**config.mk**
```make
export PLATFORM = sky130hd
export DESIGN_NAME = hdw_queue
export DESIGN_NICKNAME = d
export VERILOG_FILES = /design/src/design/hdw_pkg.sv /design/src/design/hdw_queue.sv
export SDC_FILE = /design/constraint.sdc
export NUM_CORES = 1
export LEC_CHECK = 0
export ABC_AREA = 0
export BUFFER_PORTS_ARGS = -buffer_cell sky130_fd_sc_hd__buf_2
export CAP_MARGIN = 20
export CORE_MARGIN = 10
export CORE_UTILIZATION = 46
export CTS_CLUSTER_DIAMETER = 40
export DETAILED_ROUTE_END_ITERATION = 10
export GPL_TIMING_DRIVEN = 0
export HOLD_SLACK_MARGIN = 0.02
export PLACE_DENSITY = 0.74
export SETUP_SLACK_MARGIN = 0.05
export SYNTH_ARGS = -nofsm -noshare
export SYNTH_HDL_FRONTEND = slang
export SYNTH_SLANG_ARGS = --single-unit
```
**constraint.sdc**
```tcl
create_clock -name clock -period 2.4 [get_ports clock]
set_clock_uncertainty 0.05 [all_clocks]
set_input_delay 0.36 -clock clock [delete_from_list [all_inputs] [get_ports clock]]
set_output_delay 0.36 -clock clock [all_outputs]
set_load 0.02 [all_outputs]
```
**src/design/hdw_pkg.sv**
```systemverilog
// shared constants and types for the huffman tree walk decoder
package hdw_pkg;

   localparam int NODE_COUNT  = 512;
   localparam int ADDR_W      = $clog2(NODE_COUNT);
   localparam int WORD_BITS   = 8;
   localparam int POS_W       = $clog2(WORD_BITS);
   localparam int SYM_W       = 8;
   localparam int QUEUE_DEPTH = 2;

   localparam logic             REQ_LOAD   = 1'b0;
   localparam logic             REQ_DECODE = 1'b1;
   localparam logic [SYM_W-1:0] SYM_TERM   = '0;

   typedef struct packed {
      logic [ADDR_W-1:0] left;
      logic [ADDR_W-1:0] right;
      logic              leaf;
      logic [SYM_W-1:0]  sym;
   } hdw_node_type;

   typedef struct packed {
      logic                 is_load;
      logic [ADDR_W-1:0]    addr;
      hdw_node_type         node;
      logic [WORD_BITS-1:0] word;
      logic [POS_W-1:0]     first;
      logic [POS_W-1:0]     last;
   } hdw_cmd_type;

endpackage

```
**src/design/hdw_queue.sv**
```systemverilog
// short command queue between front end and tree walker
module hdw_queue import hdw_pkg::*; (
   input  logic        clock,
   input  logic        reset,
   input  logic        push,
   input  hdw_cmd_type push_cmd,
   output logic        full,
   input  logic        pop,
   output hdw_cmd_type pop_cmd,
   output logic        empty
);

   localparam int PTR_W = (QUEUE_DEPTH > 1) ? $clog2(QUEUE_DEPTH) : 1;
   localparam int CNT_W = $clog2(QUEUE_DEPTH + 1);

   hdw_cmd_type      entry_ff [QUEUE_DEPTH];
   logic [PTR_W-1:0] wr_ptr_ff, wr_ptr_in;
   logic [PTR_W-1:0] rd_ptr_ff, rd_ptr_in;
   logic [CNT_W-1:0] cnt_ff, cnt_in;
   logic             do_push, do_pop;

   assign full    = (cnt_ff == CNT_W'(QUEUE_DEPTH));
   assign empty   = (cnt_ff == '0);
   assign do_push = push && !full;
   assign do_pop  = pop && !empty;
   assign pop_cmd = entry_ff[rd_ptr_ff];

   always_comb begin
      wr_ptr_in = wr_ptr_ff;
      rd_ptr_in = rd_ptr_ff;
      cnt_in    = cnt_ff;
      if (do_push) begin
         wr_ptr_in = (wr_ptr_ff == PTR_W'(QUEUE_DEPTH - 1)) ? '0 : wr_ptr_ff + 1'b1;
      end
      if (do_pop) begin
         rd_ptr_in = (rd_ptr_ff == PTR_W'(QUEUE_DEPTH - 1)) ? '0 : rd_ptr_ff + 1'b1;
      end
      if (do_push && !do_pop) begin
         cnt_in = cnt_ff + 1'b1;
      end else if (do_pop && !do_push) begin
         cnt_in = cnt_ff - 1'b1;
      end
   end

   always_ff @(posedge clock) begin
      if (reset) begin
         wr_ptr_ff <= '0;
         rd_ptr_ff <= '0;
         cnt_ff    <= '0;
      end else begin
         wr_ptr_ff <= wr_ptr_in;
         rd_ptr_ff <= rd_ptr_in;
         cnt_ff    <= cnt_in;
      end
   end

   always_ff @(posedge clock) begin
      if (do_push) begin
         entry_ff[wr_ptr_ff] <= push_cmd;
      end
   end

endmodule

```
== Word level (Yosys, flattened, before mapping) ==
Memories as Yosys holds them, arrays and structs flattened. A register that Yosys moved wholly into a read port is not among the register bits.
Cells that the tools add are included.

* Bits in registers: 4
* Bits in writable memories: 102
* Memories kept: 1

* Add/sub/neg operators: 4
* Eq/ne operators: 1
* Mux-type cells: 8
* Reduce and logical (&&, ||, !) cells: 10

{| class="wikitable"
|+ Memories
! memory !! words !! bits a word !! read ports !! clocked after memory_dff !! write ports !! RTL line !! source
|-
| entry_ff || 2 || 51 || 1 || 1 || 1 || hdw_queue.sv:16 || <nowiki>hdw_cmd_type entry_ff [QUEUE_DEPTH];</nowiki>
|}

{| class="wikitable"
|+ Operators by type and width
! operator !! number
|-
| 2-to-1 mux 1 bit || 6
|-
| logical AND 1 bit || 4
|-
| zero test 1 bit || 4
|-
| 2-to-1 mux 2 bit || 2
|-
| adder 1 bit, second input constant || 2
|-
| adder 2 x 1 -> 2 bit, second input constant || 1
|-
| == test 2 bit, second input constant || 1
|-
| zero test 2 bit || 1
|-
| nonzero test 2 bit || 1
|-
| subtractor 2 x 1 -> 2 bit, second input constant || 1
|}

== Logic depth before layout (Yosys ltp) ==
Gate-level depths: netlist of the first run.

* Word-level depth: 7
* Gate-level depth with buffers: 6

== Worst setup path before layout of the first run ==
OpenSTA, ideal clock, no wires.

* Kind: reg-to-reg
* From: register cnt_ff[1]
* To: memory entry_ff[1][0] in the netlist's numbering, enable pin
* Setup time: 414 ps
* Data arrival time: 1,881 ps
* Required time: 1,936 ps
* Setup slack: 55 ps
* Stages on the path, launching flop included: 4
* Path buffers: 0
* Path through: dfxtp_1 nor2b_2 nor2_1 and2_1

* Cells in the longest elaborated chain, start to end: 5

{| class="wikitable"
|+ RTL lines
! what !! RTL line !! source
|-
| start, declared || hdw_queue.sv:19 || <nowiki>logic [CNT_W-1:0] cnt_ff, cnt_in;</nowiki>
|-
| start signal, assigned || hdw_queue.sv:53 || <nowiki>cnt_ff <= cnt_in;</nowiki>
|-
| == test 2 bit || hdw_queue.sv:22 || <nowiki>assign full = (cnt_ff == CNT_W'(QUEUE_DEPTH));</nowiki>
|-
| via full || hdw_queue.sv:7 || <nowiki>output logic full,</nowiki>
|-
| zero test 1 bit || hdw_queue.sv:24 || <nowiki>assign do_push = push && !full;</nowiki>
|-
| logical AND 1 bit || hdw_queue.sv:24 ||
|-
| via do_push || hdw_queue.sv:20 || <nowiki>logic do_push, do_pop;</nowiki>
|-
| 2-to-1 mux 1 bit || hdw_queue.sv:58 || <nowiki>if (do_push) begin</nowiki>
|-
| 2-to-1 mux 1 bit (not written as such) || hdw_queue.sv:59 || <nowiki>entry_ff[wr_ptr_ff] <= push_cmd;</nowiki>
|-
| end, declared || hdw_queue.sv:16 ||
|}

The timed path passes the listed nets, and every way through them passes these cells.

==> results.tsv, run 1 <==
metric	value	unit
Hold Path Stages	1	
busiest grt layer	met2	
PwrDens	1020	mW/mm²
WP data required	1.99	ns
Vias	2028	
Initial Util	47.3	%
Hold WC Path Type	input port to flop	
Overflow after GRT	0	
syn_nets	240	
num rows	33	
largest family of logic cells by synthesized area	multiplexers	
Worst Tran Pin Value	0.435	ns
Slew Limit Fails	0	
layout cells sized above 1	59.1	%
Synth Area in Adders	0.322	%
final wirelength	7290	µm
Setup CP Type	flop to primary output	
final total power	4.87	mW
Final period util	85.0	%
Netlist Area Pre-Place	0.00388	mm²
area of the core	0.00822	mm²
Compound-Gate Fraction of Synth Area	0.644	%
initial antenna violation count	1	
Simple-Gate Fraction of Synth Area	1.19	%
Synth Register Bits	107	
NetSw	1.54	mW
Comb power frac	31.4	%
setup TNS	0	ns
CTS HTree Levels	3	
post-DR wirelength/cell	17.6	µm
Distinct cells, synth	13	
Fmax achieved	490	MHz
Post-CTS Setup Inserts	0	
CTS Buffer Depth	2	
die area	0.0125	mm²
worst hold endpoint	entry_ff[0][34]$_DFFE_PP_	
clock root buffer	clkbuf_8	
Via-to-Cell Ratio	4.90	
CP max stage cell	mux2_2	
CP Capture Type	primary output	
reg2reg start	cnt_ff[1]$_SDFFE_PP0P_	
Detail Placement HPWL	5280	µm
Synth Area in XOR/XNOR	0.676	%
largest net degree at the start of global routing	37	
post-layout util	57.9	%
Cells after Synth	184	
min cycle time layout	2.04	ns
Worst R2R Setup Slack	0.53	ns
Worst IR Drop VDD	0.928	mV
layout overhead on the synthesized area	22.4	%
Worst Path Arrival	1.63	ns
Post-layout nets	360	
GRT Total Usage	11.6	%
drt pass-1 iters	4	
Final setup viols	0	
Seq pwr share	49.5	%
Resize count post-CTS	0	
global-route wire length before repair	11500	µm
DRT iter0 DRCs	63	
post-route insts no fill	414	
post-placement cell count	398	
CTS tree	yes	
DRC violation count after routing	0	
FF-to-FF path depth	4	
crit path cell chain	buf_2, buf_2, mux2_2, buf_2	
# IOs	108	
Leak	1.78	nW
proportion of synthesized area in mux cells	14.8	%
Antenna Nets Post-Route	0	
Int Power	3.33	mW
reg2reg end	entry_ff[0][17]$_DFFE_PP_	
max cap viols	0	
number of global-route vias before repair	2278	
CP Launch Type	flop	
Top cell by count, worst path	buf_2	
Post-CTS Hold Buffers	0	
sequential area share after synthesis	81.4	%
Slew Limit Headroom	71.0	%
final RePlAce weighted congestion	0.669	
GR Util met1	12.2	%
CP max FO	10	
number of buffers added on ports	107	
switch share	31.6	%
Skew-Pair Late Insertion Delay	0.34	ns
M3 GR Usage	4.62	%
CTS clock-pin slew for the worst setup and hold paths	0.10	ns
Hold Path Origin	push_cmd[34]	
die width	112	µm
CP max stage delay	0.37	ns
status	completed	
met2 usage	20.5	%
RSZ-0062 raised after global routing	false	
Clk pwr share	19.1	%
Die Y	112	µm
synthesis warning total	0	
CTS Buf Count	9	
Synth Area per Inst	21.1	µm²
final hold violations	0	
CTS Sinks	107	
[worst max-delay path: cells and delay by family, from the launching register on]
family / cells / cell delay (ns)
flip-flops: 1 / 0.31
buffers and inverters: 3 / 0.60
multiplexers: 1 / 0.37
[synth_stat cells (all sizes together)]
cell | instances | area (µm²)
or3 | 2 | 12.5
dfxtp | 5 | 100
inv | 2 | 7.51
and2 | 1 | 6.26
buf | 6 | 30.0
o21ai | 3 | 15.0
a21oi | 2 | 10.0
nor2 | 5 | 18.8
xor2 | 3 | 26.3
nor2b | 1 | 8.76
edfxtp | 102 | 3060
mux2 | 51 | 574
ha | 1 | 12.5
[power by group through the flow]
stage	Combinational, mW	Sequential (mW)	Clock (mW)
5_1_grt	1.66	2.43	1.04
3_5_place_dp	1.57	2.45	0
2_1_floorplan	1.05	2.44	0
4_1_cts	1.58	2.41	0.971
6_report	1.53	2.41	0.929
3_3_place_gp	1.52	2.46	0
[per-stage QoR]
step                      setup WS (ns)  area (µm²)  hold WS (ns)
after global placement           -0.645        4550         0.420
after detailed placement          0.481        4590         0.445
after floorplan                  0.0548        3880         0.379
final                             0.360        4760         0.143
after global routing              0.245        4750         0.117
after CTS                         0.309        4750         0.124
[logic make-up after synthesis]
family	count (synthesis)
flops	107
mux	51
simple gates	9
buf+inv	8
compound gates	5
xor+xnor	3
fa+ha+maj	1
[worst max-delay path by stage]
| stage | cells past startpoint | startpoint | endpoint | slack (ns) |
|---|---|---|---|---|
| 2_1_floorplan | 3 | cnt_ff[1]$_SDFFE_PP0P_ | entry_ff[1][0]$_DFFE_PP_ | 0.05 |
| 3_3_place_gp | 4 | push | entry_ff[1][44]$_DFFE_PP_ | -0.65 |
| 3_5_place_dp | 5 | push | entry_ff[0][40]$_DFFE_PP_ | 0.48 |
| 4_1_cts | 4 | flop | pop_cmd[5] | 0.31 |
| 5_1_grt | 4 | flop | pop_cmd[5] | 0.24 |
| 6_report | 4 | flop | pop_cmd[5] | 0.36 |
[cells in the final DEF, fill, tap and decap left out]
master	n
buf_2	113
edfxtp_1	102
dfxtp_1	5
clkinvlp_4	2
clkbuf_8	9
nor2b_2	1
clkinv_4	1
nor2_1	5
o21ai_0	3
clkinv_2	1
clkbuf_1	2
inv_2	1
or3_1	2
mux2_2	51
and2_2	1
diode_2	1
xor2_1	3
buf_12	2
ha_1	1
inv_1	1
a21oi_1	2
[cell type report]
type                    instances  area, µm²
repair buffers                109        576
clock inverters                 4       28.8
inverters                       2       7.51
diodes                          1       2.50
plain buffers                   6       30.0
flip-flops and latches        107       3160
clock buffers                  11        131
fillers                       690       3460
well taps                     105        131
multi-input cells              69        686
[registers in the layout, indices dropped and copies added (netlist names), named ones only]
name,flops
rd_ptr_ff,1
entry_ff,102
wr_ptr_ff,1
cnt_ff,2
[metal layers]
layer	vias to the layer above	share of wire, %
met3	9	7.3
met5	-	0
met1	999	39
met2	63	52
met4	0	1.3
li1	957	-
Note: power is estimated with default switching activity, not from simulation.
==> inputs of run 2 (changes only) <==
BUFFER_PORTS_ARGS = -buffer_cell sky130_fd_sc_hd__clkbuf_2   (was -buffer_cell sky130_fd_sc_hd__buf_2)
==> results.tsv, run 2 (synthesized netlist as in run 1, its figures left out) <==
metric	value	unit
status	completed	
post-DR wirelength/cell	17.9	µm
clock root buffer	clkbuf_8	
post-layout util	57.8	%
area of the core	0.00822	mm²
CP top delay family	buffers and inverters	
commonest non-fill, non-tap cell in the layout	clkbuf_2	
Die Y	112	µm
Hold WC Path Type	input port to flop	
CTS HTree Levels	3	
area of the multi-input gates	686	µm²
crit path buf inv count	3	
final wirelength	7370	µm
largest register by flop count	entry_ff	
# IOs	108	
number of global-route vias before repair	2307	
Leak	1.81	nW
Worst Tran Pin Value	0.494	ns
global-route wire length before repair	11700	µm
Final setup viols	0	
Via-to-Cell Ratio	4.95	
CTS clock-pin slew for the worst setup and hold paths	0.10	ns
num rows	33	
CP Launch Type	flop	
final total power	4.88	mW
DRC violation count after routing	0	
Post-CTS Hold Buffers	0	
Final period util	84.6	%
CP max stage delay	0.37	ns
Antenna Nets Post-Route	0	
drt pass-1 iters	4	
final RePlAce weighted congestion	0.664	
Largest regs	entry_ff x102, cnt_ff x2	
die area	0.0125	mm²
post-place setup slack	0.476	ns
Skew-Pair Late Insertion Delay	0.34	ns
Slew Limit Fails	0	
min cycle time layout	2.03	ns
CP max FO	10	
Overflow after GRT	0	
CTS Buf Count	9	
Setup CP Type	flop to primary output	
layout overhead on the synthesized area	22.3	%
CTS Buffer Depth	2	
diode count	0	
Top cell by count, worst path	buf_2	
Post-layout nets	360	
Slew Limit Headroom	67.0	%
max cap viols	0	
GRT Total Usage	11.8	%
Fmax achieved	492	MHz
crit path cell chain	buf_2, buf_2, mux2_2, clkbuf_2	
initial antenna violation count	0	
die width	112	µm
RSZ-0062 raised after global routing	false	
Initial Util	47.3	%
CTS Sinks	107	
Resize count post-CTS	0	
CP Capture Type	primary output	
largest net degree at the start of global routing	35	
layout cells sized above 1	59.3	%
Reg area	0.00316	mm²
Final Worst Setup Slack	0.369	ns
CP max stage cell	mux2_2	
filler cell count	669	
Worst IR Drop VDD	0.658	mV
final hold violations	0	
Worst Path Arrival	1.62	ns
PwrDens	1030	mW/mm²
CTS tree	yes	
max FFs per register	102	
leading cell types in the layout, fill and taps excluded	clkbuf_2, edfxtp_1, mux2_2	
WP data required	1.99	ns
DRT iter0 DRCs	49	
Vias	2039	
number of buffers added on ports	107	
Detail Placement HPWL	5300	µm
Post-CTS Setup Inserts	0	
run 2: changes by cell type in the layout (fill, tap and decap cells not counted):
cell and change:
buf_2 -107, clkbuf_1 -1, clkbuf_2 +107, clkinv_4 -1, diode_2 -1, inv_6 +1
run 2: cell type report:
type,instances,share of cell area (%)
Clock inverter,4,0.606
Buffer,6,0.632
Inverter,2,0.158
Clock buffer,10,2.69
Timing Repair Buffer,109,12.1
Tap cell,105,2.77
Multi-Input combinational cell,69,14.4
Sequential cell,107,66.6
run 2: worst reg2reg max path, stage by stage, from the launching register on:
cell and delay (ns):
dfxtp_1 0.45, nor2b_2 0.09, or3_1 0.35, inv_2 0.35, buf_12 0.29
run 2: power by group:
| group | internal, mW | switching, mW |
|---|---|---|
| registers | 2.34 | 0.0665 |
| logic | 0.607 | 0.932 |
| clock network | 0.369 | 0.558 |
| total | 3.32 | 1.56 |
run 2: path summary, 6_finish.rpt:
| check | start | to | slack (ns) | cells past startpoint |
|---|---|---|---|---|
| worst max-delay path | flop | pop_cmd[5] | 0.37 | 4 |
| worst max register to register | cnt_ff[0]$_SDFFE_PP0P_ | entry_ff[0][12]$_DFFE_PP_ | 0.51 | 4 |
| worst min register to register | wr_ptr_ff$_SDFFE_PP0P_ | wr_ptr_ff$_SDFFE_PP0P_ | 0.45 | 2 |
| worst min-delay path | push_cmd[34] | entry_ff[0][34]$_DFFE_PP_ | 0.14 | 1 |
run 2: stage by stage:
step / instances / hold slack [ns] / cell area, µm² / setup TNS (ns)
5_1_grt: 412 / 0.117 / 4750 / 0
2_1_floorplan: 184 / 0.379 / 3880 / 0
3_5_place_dp: 398 / 0.432 / 4590 / 0
4_1_cts: 412 / 0.120 / 4750 / 0
3_3_place_gp: 396 / 0.419 / 4550 / -58.88
6_report: 412 / 0.141 / 4750 / 0
run 2: per-layer routing:
layer / up-vias / track usage [%] / part of all wire (%)
met4: 0 / 4.37 / 1.1
met5: - / 0 / 0
met2: 60 / 19.7 / 51
met3: 8 / 4.35 / 6.7
li1: 954 / - / -
met1: 1017 / 13.5 / 41
